[src/hdl/kl_pkg.sv]
// shared types, constants and helpers of the keyword lexer
package kl_pkg;

  localparam int MAX_LEXEME_DEF = 32;

  localparam int KIND_W = 4;
  localparam int CHAR_W = 8;
  localparam int POS_W  = 5;
  localparam int OUT_DATA_W = 24;   // kind, char, position, zero fill

  localparam logic [KIND_W-1:0] KIND_EXIT  = 4'd0;
  localparam logic [KIND_W-1:0] KIND_LET   = 4'd1;
  localparam logic [KIND_W-1:0] KIND_IDENT = 4'd2;
  localparam logic [KIND_W-1:0] KIND_INT   = 4'd3;
  localparam logic [KIND_W-1:0] KIND_OPEN  = 4'd4;
  localparam logic [KIND_W-1:0] KIND_CLOSE = 4'd5;
  localparam logic [KIND_W-1:0] KIND_SEMI  = 4'd6;
  localparam logic [KIND_W-1:0] KIND_EQ    = 4'd7;
  localparam logic [KIND_W-1:0] KIND_ERROR = 4'd8;
  localparam logic [KIND_W-1:0] KIND_END   = 4'd9;

  typedef enum logic [1:0] {
    MODE_IDLE   = 2'd0,
    MODE_WORD   = 2'd1,
    MODE_NUMBER = 2'd2
  } lex_mode_t;

  // controller to datapath
  typedef struct packed {
    logic accept;     // input transaction taken
    logic rd_first;   // read the first buffered character
    logic emit_kw;    // load a keyword result
    logic emit_char;  // load a lexeme character result
    logic emit_tail;  // load the trailing single token
    logic finish;     // item done, commit mode and length
  } kl_cmd_t;

  // datapath to controller
  typedef struct packed {
    logic need_results;
    logic go_kw;
    logic go_stream;
    logic tail_valid;
    logic tail_error;
    logic last_char;
    logic out_free;
  } kl_status_t;

  function automatic logic [CHAR_W-1:0] kw_exit_byte(input logic [1:0] i);
    logic [CHAR_W-1:0] b;
    case (i)
      2'd0:    b = 8'h65;  // e
      2'd1:    b = 8'h78;  // x
      2'd2:    b = 8'h69;  // i
      default: b = 8'h74;  // t
    endcase
    return b;
  endfunction

  function automatic logic [CHAR_W-1:0] kw_let_byte(input logic [1:0] i);
    logic [CHAR_W-1:0] b;
    case (i)
      2'd0:    b = 8'h6C;  // l
      2'd1:    b = 8'h65;  // e
      2'd2:    b = 8'h74;  // t
      default: b = 8'h00;
    endcase
    return b;
  endfunction

endpackage

[src/hdl/kl_ram.sv]
// generic single-write, single-read ram with registered read data
module kl_ram #(
  parameter int WIDTH = 8,
  parameter int DEPTH = 32
) (
  input  logic                     clk,
  input  logic                     we,
  input  logic [$clog2(DEPTH)-1:0] waddr,
  input  logic [WIDTH-1:0]         wdata,
  input  logic                     re,
  input  logic [$clog2(DEPTH)-1:0] raddr,
  output logic [WIDTH-1:0]         rdata
);

  logic [WIDTH-1:0] mem [DEPTH];

  always_ff @(posedge clk) begin
    if (we) begin
      mem[waddr] <= wdata;
    end
    if (re) begin
      rdata <= mem[raddr];
    end
  end

endmodule

[src/hdl/kl_ctrl.sv]
// sequencing state machine of the keyword lexer
module kl_ctrl
  import kl_pkg::*;
(
  input  logic       clk,
  input  logic       rst,
  input  logic       s_tvalid,
  output logic       s_tready,
  input  kl_status_t st,
  output kl_cmd_t    cmd
);

  typedef enum logic [5:0] {
    S_ACCEPT = 6'b000001,
    S_KW     = 6'b000010,
    S_READ   = 6'b000100,
    S_EMIT   = 6'b001000,
    S_TAIL   = 6'b010000,
    S_HALT   = 6'b100000
  } state_t;

  state_t state, state_next;

  always_ff @(posedge clk) begin
    if (rst) begin
      state <= S_ACCEPT;
    end else begin
      state <= state_next;
    end
  end

  always_comb begin
    state_next = state;
    cmd        = '0;
    s_tready   = 1'b0;
    unique case (state)
      S_ACCEPT: begin
        s_tready   = 1'b1;
        cmd.accept = s_tvalid;
        if (s_tvalid && st.need_results) begin
          if (st.go_kw) begin
            state_next = S_KW;
          end else if (st.go_stream) begin
            state_next = S_READ;
          end else begin
            state_next = S_TAIL;
          end
        end
      end
      S_KW: begin
        if (st.out_free) begin
          cmd.emit_kw = 1'b1;
          state_next  = S_TAIL;
        end
      end
      S_READ: begin
        cmd.rd_first = 1'b1;
        state_next   = S_EMIT;
      end
      S_EMIT: begin
        if (st.out_free) begin
          cmd.emit_char = 1'b1;
          if (st.last_char) begin
            state_next = S_TAIL;
          end
        end
      end
      S_TAIL: begin
        if (!st.tail_valid) begin
          cmd.finish = 1'b1;
          state_next = S_ACCEPT;
        end else if (st.out_free) begin
          cmd.emit_tail = 1'b1;
          cmd.finish    = 1'b1;
          state_next    = st.tail_error ? S_HALT : S_ACCEPT;
        end
      end
      S_HALT: begin
        // items are taken and dropped until reset
        s_tready = 1'b1;
      end
      default: begin
        state_next = S_ACCEPT;
      end
    endcase
  end

endmodule

[src/hdl/kl_datapath.sv]
// lexeme buffer, character classes, keyword match and output register
module kl_datapath
  import kl_pkg::*;
#(
  parameter int MAX_LEXEME = MAX_LEXEME_DEF
) (
  input  logic                  clk,
  input  logic                  rst,
  input  logic [CHAR_W-1:0]     s_tdata,
  input  logic                  s_tuser,
  input  kl_cmd_t               cmd,
  output kl_status_t            st,
  output logic                  m_tvalid,
  input  logic                  m_tready,
  output logic [OUT_DATA_W-1:0] m_tdata,
  output logic                  m_tlast,
  output logic                  m_tuser
);

  localparam int LEN_W  = $clog2(MAX_LEXEME + 1);
  localparam int ADDR_W = $clog2(MAX_LEXEME);

  lex_mode_t          mode;
  logic [LEN_W-1:0]   len;
  logic [LEN_W-1:0]   idx;
  logic               exit_ok;
  logic               let_ok;

  logic [CHAR_W-1:0]  lat_char;
  logic               lat_letter;
  logic               lat_start;
  logic               tail_valid;
  logic [KIND_W-1:0]  tail_kind;

  logic [KIND_W-1:0]  out_kind;
  logic [CHAR_W-1:0]  out_char;
  logic [POS_W-1:0]   out_pos;

  // incoming item classification
  logic               in_eoi, is_letter, is_digit, is_blank;
  logic               extend, full, overflow, flush_now, kw_match, kw_is_exit;
  logic               in_tail_valid;
  logic [KIND_W-1:0]  in_tail_kind;
  logic               absorb;
  logic [LEN_W-1:0]   idx_inc;
  logic               last_char;
  logic               out_free, load;

  // buffer ports
  logic               wr_en;
  logic [ADDR_W-1:0]  wr_addr;
  logic [CHAR_W-1:0]  wr_data;
  logic               rd_en;
  logic [ADDR_W-1:0]  rd_addr;
  logic [CHAR_W-1:0]  rd_data;

  assign in_eoi    = s_tuser;
  assign is_letter = (s_tdata >= 8'h41 && s_tdata <= 8'h5A) ||
                     (s_tdata >= 8'h61 && s_tdata <= 8'h7A);
  assign is_digit  = s_tdata >= 8'h30 && s_tdata <= 8'h39;
  assign is_blank  = s_tdata == 8'h20 || (s_tdata >= 8'h09 && s_tdata <= 8'h0D);

  assign extend    = !in_eoi && ((mode == MODE_WORD && (is_letter || is_digit)) ||
                                 (mode == MODE_NUMBER && is_digit));
  assign full      = len == LEN_W'(MAX_LEXEME);
  assign overflow  = extend && full;
  assign flush_now = in_eoi || !extend;

  assign kw_is_exit = len == LEN_W'(4) && exit_ok;
  assign kw_match   = mode == MODE_WORD && (kw_is_exit || (len == LEN_W'(3) && let_ok));

  always_comb begin
    in_tail_valid = 1'b1;
    in_tail_kind  = KIND_ERROR;
    if (in_eoi) begin
      in_tail_kind = KIND_END;
    end else if (overflow) begin
      in_tail_kind = KIND_ERROR;
    end else if (extend || is_letter || is_digit || is_blank) begin
      in_tail_valid = 1'b0;
    end else begin
      case (s_tdata)
        8'h28:   in_tail_kind = KIND_OPEN;
        8'h29:   in_tail_kind = KIND_CLOSE;
        8'h3B:   in_tail_kind = KIND_SEMI;
        8'h3D:   in_tail_kind = KIND_EQ;
        default: in_tail_kind = KIND_ERROR;
      endcase
    end
  end

  assign st.need_results = overflow || (flush_now && (mode != MODE_IDLE || in_tail_valid));
  assign st.go_kw        = flush_now && kw_match;
  assign st.go_stream    = flush_now && mode != MODE_IDLE && !kw_match;
  assign st.tail_valid   = tail_valid;
  assign st.tail_error   = tail_kind == KIND_ERROR;
  assign st.last_char    = last_char;
  assign st.out_free     = out_free;

  assign absorb    = cmd.accept && !st.need_results;
  assign idx_inc   = idx + LEN_W'(1);
  assign last_char = idx_inc == len;
  assign out_free  = !m_tvalid || m_tready;
  assign load      = cmd.emit_kw || cmd.emit_char || cmd.emit_tail;

  // buffer write: extend in place, start a fresh lexeme, or start after a flush
  always_comb begin
    wr_en   = 1'b0;
    wr_addr = '0;
    wr_data = s_tdata;
    if (absorb && extend) begin
      wr_en   = 1'b1;
      wr_addr = len[ADDR_W-1:0];
    end else if (absorb && (is_letter || is_digit)) begin
      wr_en = 1'b1;
    end else if (cmd.finish && lat_start) begin
      wr_en   = 1'b1;
      wr_data = lat_char;
    end
  end

  assign rd_en   = cmd.rd_first || (cmd.emit_char && !last_char);
  assign rd_addr = cmd.rd_first ? '0 : idx_inc[ADDR_W-1:0];

  kl_ram #(
    .WIDTH (CHAR_W),
    .DEPTH (MAX_LEXEME)
  ) u_store (
    .clk   (clk),
    .we    (wr_en),
    .waddr (wr_addr),
    .wdata (wr_data),
    .re    (rd_en),
    .raddr (rd_addr),
    .rdata (rd_data)
  );

  // mode, length and running keyword prefix match
  always_ff @(posedge clk) begin
    if (rst) begin
      mode    <= MODE_IDLE;
      len     <= '0;
      exit_ok <= 1'b0;
      let_ok  <= 1'b0;
    end else begin
      if (wr_en) begin
        exit_ok <= (wr_addr == '0 || exit_ok) && {1'b0, wr_addr} < (ADDR_W+1)'(4) &&
                   wr_data == kw_exit_byte(wr_addr[1:0]);
        let_ok  <= (wr_addr == '0 || let_ok) && {1'b0, wr_addr} < (ADDR_W+1)'(3) &&
                   wr_data == kw_let_byte(wr_addr[1:0]);
      end
      if (absorb && extend) begin
        len <= len + LEN_W'(1);
      end else if (absorb && (is_letter || is_digit)) begin
        mode <= is_letter ? MODE_WORD : MODE_NUMBER;
        len  <= LEN_W'(1);
      end else if (cmd.finish) begin
        if (lat_start) begin
          mode <= lat_letter ? MODE_WORD : MODE_NUMBER;
          len  <= LEN_W'(1);
        end else begin
          mode <= MODE_IDLE;
          len  <= '0;
        end
      end
    end
  end

  // item held while its results go out
  always_ff @(posedge clk) begin
    if (cmd.accept) begin
      lat_char   <= s_tdata;
      lat_letter <= is_letter;
      lat_start  <= !in_eoi && !extend && (is_letter || is_digit);
      tail_valid <= in_tail_valid;
      tail_kind  <= in_tail_kind;
    end
  end

  always_ff @(posedge clk) begin
    if (cmd.accept) begin
      idx <= '0;
    end else if (cmd.emit_char) begin
      idx <= idx_inc;
    end
  end

  // output register
  always_ff @(posedge clk) begin
    if (rst) begin
      m_tvalid <= 1'b0;
    end else if (load) begin
      m_tvalid <= 1'b1;
    end else if (m_tready) begin
      m_tvalid <= 1'b0;
    end
  end

  always_ff @(posedge clk) begin
    if (cmd.emit_kw) begin
      out_kind <= kw_is_exit ? KIND_EXIT : KIND_LET;
      out_char <= '0;
      out_pos  <= '0;
      m_tlast  <= 1'b1;
      m_tuser  <= !tail_valid;
    end else if (cmd.emit_char) begin
      out_kind <= (mode == MODE_WORD) ? KIND_IDENT : KIND_INT;
      out_char <= rd_data;
      out_pos  <= POS_W'(idx);
      m_tlast  <= last_char;
      m_tuser  <= last_char && !tail_valid;
    end else if (cmd.emit_tail) begin
      out_kind <= tail_kind;
      out_char <= '0;
      out_pos  <= '0;
      m_tlast  <= 1'b1;
      m_tuser  <= 1'b1;
    end
  end

  assign m_tdata = {(OUT_DATA_W - KIND_W - CHAR_W - POS_W)'(0), out_pos, out_char, out_kind};

endmodule

[src/hdl/keyword_lexer.sv]
// top level of the keyword lexer
//
// input stream: one transaction per source byte in s_tdata; s_tuser high marks
// the end of the source, and s_tdata is then ignored
// output stream: one transaction per token, or per lexeme character for
// identifiers and integer literals; m_tlast closes each token and m_tuser
// marks the last transaction caused by one input transaction
// sequencer steps:
//   a byte that extends a lexeme, or a letter, digit or whitespace in idle mode, is absorbed in the accept state
//   a byte that flushes a pending lexeme of n characters goes through accept,
//   first buffer read, n characters at one per cycle off the single buffer read
//   port while the receiver takes them, then the trailing token if any
//   a keyword flush: accept, keyword, trailing token if any; a single token from idle mode: accept, token
// input is taken only in the accept and halt states of the sequencer
// reset: empty lexeme, idle mode, output empty; the buffer holds no reset value
// receiver stall: the output register holds its transaction and the sequencer
// waits, so nothing is lost; input is refused until the item is finished
// an illegal byte or an overlong lexeme gives an error token, after which every
// input transaction is taken and dropped until reset
module keyword_lexer
  import kl_pkg::*;
#(
  parameter int MAX_LEXEME = MAX_LEXEME_DEF
) (
  input  logic                  clk,
  input  logic                  rst,
  // input: [7:0] char_code
  input  logic                  s_tvalid,
  output logic                  s_tready,
  input  logic [CHAR_W-1:0]     s_tdata,
  // input: [0] end_of_input
  input  logic                  s_tuser,
  // output: [3:0] token_kind, [11:4] lexeme_char, [16:12] char_position, zero above
  output logic                  m_tvalid,
  input  logic                  m_tready,
  output logic [OUT_DATA_W-1:0] m_tdata,
  // output: token_end
  output logic                  m_tlast,
  // output: [0] run_last
  output logic                  m_tuser
);

  kl_cmd_t    cmd;
  kl_status_t st;

  // sequencer
  kl_ctrl u_ctrl (
    .clk      (clk),
    .rst      (rst),
    .s_tvalid (s_tvalid),
    .s_tready (s_tready),
    .st       (st),
    .cmd      (cmd)
  );

  // buffer, classification and output register
  kl_datapath #(
    .MAX_LEXEME (MAX_LEXEME)
  ) u_datapath (
    .clk      (clk),
    .rst      (rst),
    .s_tdata  (s_tdata),
    .s_tuser  (s_tuser),
    .cmd      (cmd),
    .st       (st),
    .m_tvalid (m_tvalid),
    .m_tready (m_tready),
    .m_tdata  (m_tdata),
    .m_tlast  (m_tlast),
    .m_tuser  (m_tuser)
  );

endmodule

[config.mk]
export PLATFORM = sky130hd
export DESIGN_NAME = keyword_lexer
export DESIGN_NICKNAME = d
export VERILOG_FILES = /design/src/hdl/kl_pkg.sv /design/src/hdl/kl_ram.sv /design/src/hdl/kl_ctrl.sv /design/src/hdl/kl_datapath.sv /design/src/hdl/keyword_lexer.sv
export SDC_FILE = /design/constraint.sdc
export NUM_CORES = 1
export LEC_CHECK = 0
export ABC_AREA = 1
export BUFFER_PORTS_ARGS = -buffer_cell sky130_fd_sc_hd__buf_2
export CAP_MARGIN = 15
export CORE_MARGIN = 2
export CORE_UTILIZATION = 55
export DETAILED_ROUTE_END_ITERATION = 8
export GPL_ROUTABILITY_DRIVEN = 1
export GPL_TIMING_DRIVEN = 1
export PLACE_DENSITY = 0.72
export SETUP_SLACK_MARGIN = 0.3
export SLEW_MARGIN = 20
export SYNTH_ARGS = -nofsm -noshare
export SYNTH_HDL_FRONTEND = slang
export SYNTH_SLANG_ARGS = --single-unit
[constraint.sdc]
create_clock -name clk -period 3.57 [get_ports clk]
set_clock_uncertainty 0.1 [all_clocks]
set_input_delay 0.1785 -clock clk [delete_from_list [all_inputs] [get_ports clk]]
set_output_delay 0.1785 -clock clk [all_outputs]
set_load 0.005 [all_outputs]
==> results.ini, run 1 <==
[synth]
synthesis.area_sq_mm = 0.0139
ys_ff_latch = 321
synth_area_per_cell_sq_um = 11.9
synth_edf_count = 284
post_synth_inst_count = 1168
asyncSetResetFlopFracSynth = 0
ys_dominant_reg_cell = sky130_fd_sc_hd__edfxtp_1
netlist-cell-type-count = 47
yosysWarnings = 0
synth_seq_area_share = 0.666

[min_path]
hp-class = in -> reg
min_path_cells = 2

[cts]
cts_tree = built
clock_insertion_delay_worst_skew_ns = 0.52
tritoncts_num_sinks = 321
tritoncts.num_buffers = 35
cts-root-buf = sky130_fd_sc_hd__clkbuf_16
clk_transition_reported_paths_ns = 0.06
htree_levels = 2
clk_path_buf_depth = 3

[cells_and_area]
nFillCells = 1898
finish.instance_area_sq_mm = 0.0158
layout_cell_share_with_drive_strength_beyond_1 = 0.197
layout.cells.most_common_list = 284 x sky130_fd_sc_hd__edfxtp_1, 207 x sky130_fd_sc_hd__nor2_1, 100 x sky130_fd_sc_hd__o211ai_1
insertedDiodeCount = 0
mostFrequentLayoutCell = sky130_fd_sc_hd__edfxtp_1
flow.area_growth_from_synthesis_pct = 13.7
seq_area_sq_mm = 0.00927
final_cells = 1601
multi_input_comb_area_sq_mm = 0.00404
design.final.nets = 1268

[worst_setup_path]
critical-path-max-stage-delay_ns = 0.43
timing.critical_path.fanout_max = 33
critical_path_required_ns = 3.70
reg2regPathDepth = 11
worst_path_most_repeated_cell = sky130_fd_sc_hd__o211ai_1
crit_path_top_delay_cell = sky130_fd_sc_hd__buf_4
worst_setup_path_start_kind = flop
crit_chain = nor2_2, nand4_4, nand2_4, clkinv_2, buf_4, o211ai_1, o311ai_0, o211ai_1, nand2_1, nor2_1, a31oi_1
critical_path.n_buffers_inverters = 2
criticalPathCategory = reg -> reg
cpLargestDelayFamily = buffers and inverters
cp.depth = 11
endpoint_class_of_the_critical_path = flop
worstPathArrival_ns = 3.09

[global_route]
global_route_total_overflow = 0
first_pass_grt_wire_length_um = 49200
grtUsageTotal = 0.243
maximum_number_of_pins_on_one_net_before_global_route_repair = 129
antenna_found_initial = 0
grt_pass1_vias = 8984

[detailed_routing]
via_density_per_instance = 5.79
drt_iter0_markers = 1087
antenna_violating_nets_post_route = 0
firstDrtPassIters = 7
via_count = 9274
drt_drc_violations_left = 0
routed_wirelength_um = 31900
avgRoutedWirePerCell_um = 19.9

[timing]
max_freq_mhz = 338
report.final.slew_viol_count = 0
max-slew-margin-rel = 0.344
finalHoldViolCount = 0
fin_hold_ws_ns = 0.327
setup-violations-final = 0
setup_tns_ns = 0
final.min_clock_period_ns = 2.96
slew_worst_pin_ns = 0.984
rsz0062_at_grt = false
finalCritPeriodShare = 0.830

[placed_design]
placedCellCount = 1525
gpl.final_weighted_congestion = 0.856
placedInstanceArea_sq_mm = 0.0146
placement.io_buffers = 33
place_hpwl_um = 19700

[status]
run_status = finished, final reports clean

[floorplanning]
start_util = 0.555
design.core.area_sq_mm = 0.0250
die_w_um = 163
fp.dieArea_sq_mm = 0.0266
chipHeight_um = 163
std_cell_rows = 58
ios = 41

[flow_run]
drv_cap = 0

[power_and_ir_drop]
peakVddDrop_uv = 378
power-per-cell-area_mw_per_mm2 = 527
p_leak_uw = 0.00562

## cell usage after synthesis (8+ instances only)
cell type / n / share of area
sky130_fd_sc_hd__edfxtp_1: 284 / 0.61
sky130_fd_sc_hd__nor2_1: 208 / 0.056
sky130_fd_sc_hd__o211ai_1: 100 / 0.054
sky130_fd_sc_hd__nand2_1: 86 / 0.023
sky130_fd_sc_hd__inv_1: 74 / 0.020
sky130_fd_sc_hd__or2_2: 66 / 0.030
sky130_fd_sc_hd__clkbuf_1: 37 / 0.010
sky130_fd_sc_hd__dfxtp_1: 37 / 0.053
sky130_fd_sc_hd__o31ai_1: 33 / 0.018
sky130_fd_sc_hd__a21oi_1: 28 / 0.010
sky130_fd_sc_hd__nand3_1: 25 / 0.0090
sky130_fd_sc_hd__o21ai_0: 25 / 0.0090
sky130_fd_sc_hd__o311ai_0: 24 / 0.015
sky130_fd_sc_hd__nand2_2: 12 / 0.0054
sky130_fd_sc_hd__buf_2: 11 / 0.0040
sky130_fd_sc_hd__ha_1: 11 / 0.0099
sky130_fd_sc_hd__a22o_1: 9 / 0.0057
sky130_fd_sc_hd__a31oi_1: 9 / 0.0040
sky130_fd_sc_hd__buf_4: 8 / 0.0043
sky130_fd_sc_hd__nand4_1: 8 / 0.0036
sky130_fd_sc_hd__o311ai_1: 8 / 0.0050
## what timing repair did
action | CTS | global route
endpoints found under the hold margin | 24 | 0
gates resized for setup | 0 | 1
hold buffers | 12 | 0
setup endpoints to repair | 0 | 8
buffers inserted | 0 | 0
## flip-flops by register name, summed over array words and instances (netlist names), 2 cells and up
signal                    flops
u_datapath.idx                6
u_ctrl.state                  6
u_datapath.out_pos            5
u_datapath.out_char           8
u_datapath.out_kind           4
u_datapath.tail_kind          4
u_datapath.lat_char           8
u_datapath.u_store.mem      256
u_datapath.len                6
u_datapath.mode               2
u_datapath.u_store.rdata      8
## cell type report
type                    instances  area share
flip-flops and latches        321       0.586
multi-input cells             706       0.255
clock buffers                  45      0.0604
repair buffers                 98      0.0448
well taps                     330      0.0261
inverters                      82      0.0198
clock inverters                19     0.00744
## path summary, 6_finish.rpt
check                                           from                                    end  slack, ns
hold reg to reg   u_datapath.out_pos[3]$_SDFFE_PP0P_     u_datapath.out_pos[3]$_SDFFE_PP0P_       0.36
setup reg to reg        u_ctrl.state[0]$_SDFFE_PP1P_  u_datapath.u_store.rdata[2]$_DFFE_PP_       0.61
setup / recovery        u_ctrl.state[0]$_SDFFE_PP1P_  u_datapath.u_store.rdata[2]$_DFFE_PP_       0.61
hold / removal                            s_tdata[0]       u_datapath.lat_char[0]$_DFFE_PP_       0.33
## kinds of logic (layout without fill, tap and decap cells)
logic type / after synthesis / in the layout / share of synthesized area
adders and majority gates: 11 / 11 / 0.00990
buffers and inverters: 147 / 244 / 0.0462
other: 1 / 7 / 0.000270
DFF: 321 / 321 / 0.666
and+or+nand+nor: 433 / 433 / 0.145
AOI/OAI and AO/OA: 247 / 247 / 0.127
xor gates and xnor gates: 8 / 8 / 0.00504
## metal layers
metal  track usage  share of wire  vias to the layer above
met2         0.385           0.47                      318
met1         0.338           0.43                     4504
met5             0              0                        -
met4        0.0837          0.028                        0
met3        0.0488          0.069                       67
li1              -              -                     4385
## worst register-to-register path, cell delays in order (launching register included)
cell and delay, ns:
sky130_fd_sc_hd__dfxtp_1 0.34, sky130_fd_sc_hd__nor2_2 0.24, sky130_fd_sc_hd__nand4_4 0.22, sky130_fd_sc_hd__nand2_4 0.14, sky130_fd_sc_hd__clkinv_2 0.38, sky130_fd_sc_hd__buf_4 0.43
sky130_fd_sc_hd__o211ai_1 0.25, sky130_fd_sc_hd__o311ai_0 0.18, sky130_fd_sc_hd__o211ai_1 0.14, sky130_fd_sc_hd__nand2_1 0.09, sky130_fd_sc_hd__nor2_1 0.12, sky130_fd_sc_hd__a31oi_1 0.06
## report_power, final
part           switching, uW  internal, uW  leakage (uW)
Clock                   1440          1910      0.000533
Combinational            466           189       0.00224
Sequential              50.2          4270       0.00285
Total                   1960          6370       0.00562
## stage by stage
stage,power [uW],setup WS (ns),util
2_1_floorplan,4800,0.373,-
5_1_grt,8600,0.354,0.632
4_1_cts,8370,0.546,0.631
6_report,8330,0.608,0.632
3_3_place_gp,5030,0.665,0.584
3_5_place_dp,5040,0.552,0.584
No activity file was read; power rests on OpenSTA's default activity.
==> run 2: changes to the inputs <==
Clock period 3.57 ns to 3.1 ns, I/O delays scaled along.
==> run 2 against run 1 <==
- power is 15% higher
- cell count increased by 0.56%
- hold slack worse by 0.24 ns
- worst setup slack lost 0.30 ns
- clock-buffer cell count decreased by 2
- first-iteration DRC count fell by 7.0%
- non-clock buffer count is 15 higher
- sequential power up 15%
- core utilization is 1.1 points higher
- critical path depth increased by 4
- combinational power rose by 29%
- sequential share of layout area is 1.0 points lower
- largest power group unchanged
==> results.ini, run 2 (synthesized netlist as in run 1, its figures left out) <==
[detailed_routing]
avgRoutedWirePerCell_um = 20.4  ; +2.4%
routed_wirelength_um = 32800  ; +2.9%
via_density_per_instance = 5.87  ; +1.3%
drt_iter0_markers = 1011  ; -7.0%
firstDrtPassIters = 5  ; -2
drt_drc_violations_left = 0  ; unchanged
via_count = 9452  ; +1.9%
antenna_violating_nets_post_route = 0  ; unchanged

[cells_and_area]
flow.area_growth_from_synthesis_pct = 15.7
seq_area_sq_mm = 0.00927  ; about the same
design.final.nets = 1282  ; +1.1%
insertedDiodeCount = 0  ; unchanged
multi_input_comb_area_sq_mm = 0.00416  ; +3.1%
layout.cells.most_common_list = 284 x sky130_fd_sc_hd__edfxtp_1, 199 x sky130_fd_sc_hd__nor2_1, 100 x sky130_fd_sc_hd__o211ai_1
finish.instance_area_sq_mm = 0.0161  ; +1.8%
mostFrequentLayoutCell = sky130_fd_sc_hd__edfxtp_1
nFillCells = 1859  ; -2.1%
layout_cell_share_with_drive_strength_beyond_1 = 0.216  ; +0.0181
most_flops_register = u_datapath.u_store.mem
largest_reg_flops = 256  ; unchanged

[worst_setup_path]
worst_path_most_repeated_cell = sky130_fd_sc_hd__nor2_1
endpoint_class_of_the_critical_path = flop
criticalPathCategory = in -> reg
critical_path_required_ns = 3.13  ; -0.57 ns
crit_chain = dlygate4sd3_1, buf_2, nor2_1, nand2_1, nor2_1, nor2_2, nand3_2, nand2_2, nand2_2, nand2_4, nand4_4, inv_4, o31ai_1, inv_1, nor2_1
reg2reg_slack_ns = 0.33  ; -0.28 ns
critical-path-max-stage-delay_ns = 0.67  ; +0.24 ns
worst_setup_path_startpoint = s_tdata[2]
crit_path_top_delay_cell = sky130_fd_sc_hd__nor2_1
timing.critical_path.fanout_max = 8  ; -76%
crit_end = u_datapath.u_store.mem[2][3]$_DFFE_PP_
worstReg2RegStart = u_ctrl.state[2]$_SDFFE_PP0P_
reg2regPathDepth = 9  ; -2
worstPathArrival_ns = 2.82  ; -0.27 ns
worst_setup_path_start_kind = input pin
worstReg2RegEnd = u_datapath.u_store.mem[6][2]$_DFFE_PP_

[timing]
final.min_clock_period_ns = 2.79
rsz0062_at_grt = true
report.final.slew_viol_count = 0  ; unchanged
finalCritPeriodShare = 0.901
max-slew-margin-rel = 0.474  ; +0.130
fin_hold_ws_ns = 0.0854  ; -0.242 ns
setup-violations-final = 0  ; unchanged
setup_tns_ns = 0  ; unchanged
finalHoldViolCount = 0  ; unchanged
slew_worst_pin_ns = 0.786  ; -0.198 ns
max_freq_mhz = 358

[cts]
clock_insertion_delay_worst_skew_ns = 0.50  ; -0.02 ns
cts-root-buf = sky130_fd_sc_hd__clkbuf_16
tritoncts.num_buffers = 34  ; -2.9%
tritoncts_num_sinks = 321  ; unchanged
clk_transition_reported_paths_ns = 0.06  ; about the same
clk_path_buf_depth = 3  ; unchanged
htree_levels = 2  ; unchanged
cts_tree = built

[min_path]
hp-class = in -> reg

[global_route]
global_route_total_overflow = 0  ; unchanged
grt_pass1_vias = 9118  ; +1.5%
first_pass_grt_wire_length_um = 50800  ; +3.2%
maximum_number_of_pins_on_one_net_before_global_route_repair = 66  ; -49%
antenna_found_initial = 0  ; unchanged
grtUsageTotal = 0.251  ; +0.00815

[power_and_ir_drop]
power-per-cell-area_mw_per_mm2 = 594  ; +13%
peakVddDrop_uv = 406  ; +7.6%
p_leak_uw = 0.00575  ; +2.2%

[placed_design]
placedInstanceArea_sq_mm = 0.0148  ; +0.94%
placement.io_buffers = 33  ; unchanged
gpl.final_weighted_congestion = 0.881  ; +2.9%
place_hpwl_um = 20400  ; +3.5%

[floorplanning]
chipHeight_um = 163  ; unchanged
fp.dieArea_sq_mm = 0.0266  ; unchanged
design.core.area_sq_mm = 0.0250  ; unchanged
die_w_um = 163  ; unchanged
start_util = 0.555  ; unchanged
std_cell_rows = 58  ; unchanged
ios = 41  ; unchanged

[flow_run]
drv_cap = 0  ; unchanged

[status]
run_status = finished, final reports clean

==> run 2: area by class of cell <==
class                   instances  area share
flip-flops and latches        321       0.576
multi-input cells             706       0.259
repair buffers                113      0.0576
clock buffers                  43      0.0569
well taps                     330      0.0257
inverters                      82      0.0194
clock inverters                15     0.00575
==> run 2: critical path: cells and delay by family <==
family | cells | cell delay, ns
compound gates | 1 | 0.18
buf+inv | 4 | 1.02
simple gates | 10 | 1.46
==> run 2: worst min path at each step <==
stage,from,endpoint,cells after the start,slack (ns)
2_1_floorplan,s_tdata[0],u_datapath.lat_char[0]$_DFFE_PP_,0,0.15
4_1_cts,s_tdata[6],u_datapath.lat_letter$_DFFE_PP_,5,0.08
6_report,s_tdata[6],u_datapath.lat_letter$_DFFE_PP_,5,0.09
3_5_place_dp,s_tdata[7],u_datapath.lat_char[7]$_DFFE_PP_,1,0.29
3_3_place_gp,s_tdata[7],u_datapath.lat_char[7]$_DFFE_PP_,1,0.28
5_1_grt,s_tdata[6],u_datapath.lat_letter$_DFFE_PP_,5,0.13
==> run 2: metrics by stage <==
| step | power [uW] | util | instances | worst slack (ns) |
|---|---|---|---|---|
| 4_1_cts | 9550 | 0.638 | 1606 | 0.252 |
| 2_1_floorplan | 5530 | - | 1174 | 0.257 |
| 6_report | 9560 | 0.643 | 1610 | 0.308 |
| 3_3_place_gp | 5810 | 0.589 | 1535 | 0.234 |
| 3_5_place_dp | 5830 | 0.589 | 1535 | 0.140 |
| 5_1_grt | 9880 | 0.643 | 1610 | 0.119 |
==> run 2: what timing repair did <==
action	CTS	global route
gates resized for setup	13	27
endpoints found under the setup margin	215	272
cloned	1	0
hold buffers	12	0
buffers inserted	0	4
pin swaps	1	2
hold endpoints to repair	28	0
==> run 2: layer usage <==
layer  vias to the layer above  routed length [um]  GRT usage
met5                         -                   0          0
met4                         0                 770     0.0825
met3                        52                2260     0.0289
met2                       385               16200      0.410
met1                      4609               13600      0.355
li1                       4406                   -          -
==> run 2: report_power, final <==
part           internal (uW)  leakage [uW]  switching (uW)
combinational            260       0.00240             583
sequential              4920       0.00285            61.4
clock                   2160      0.000495            1570
total                   7350       0.00575            2210
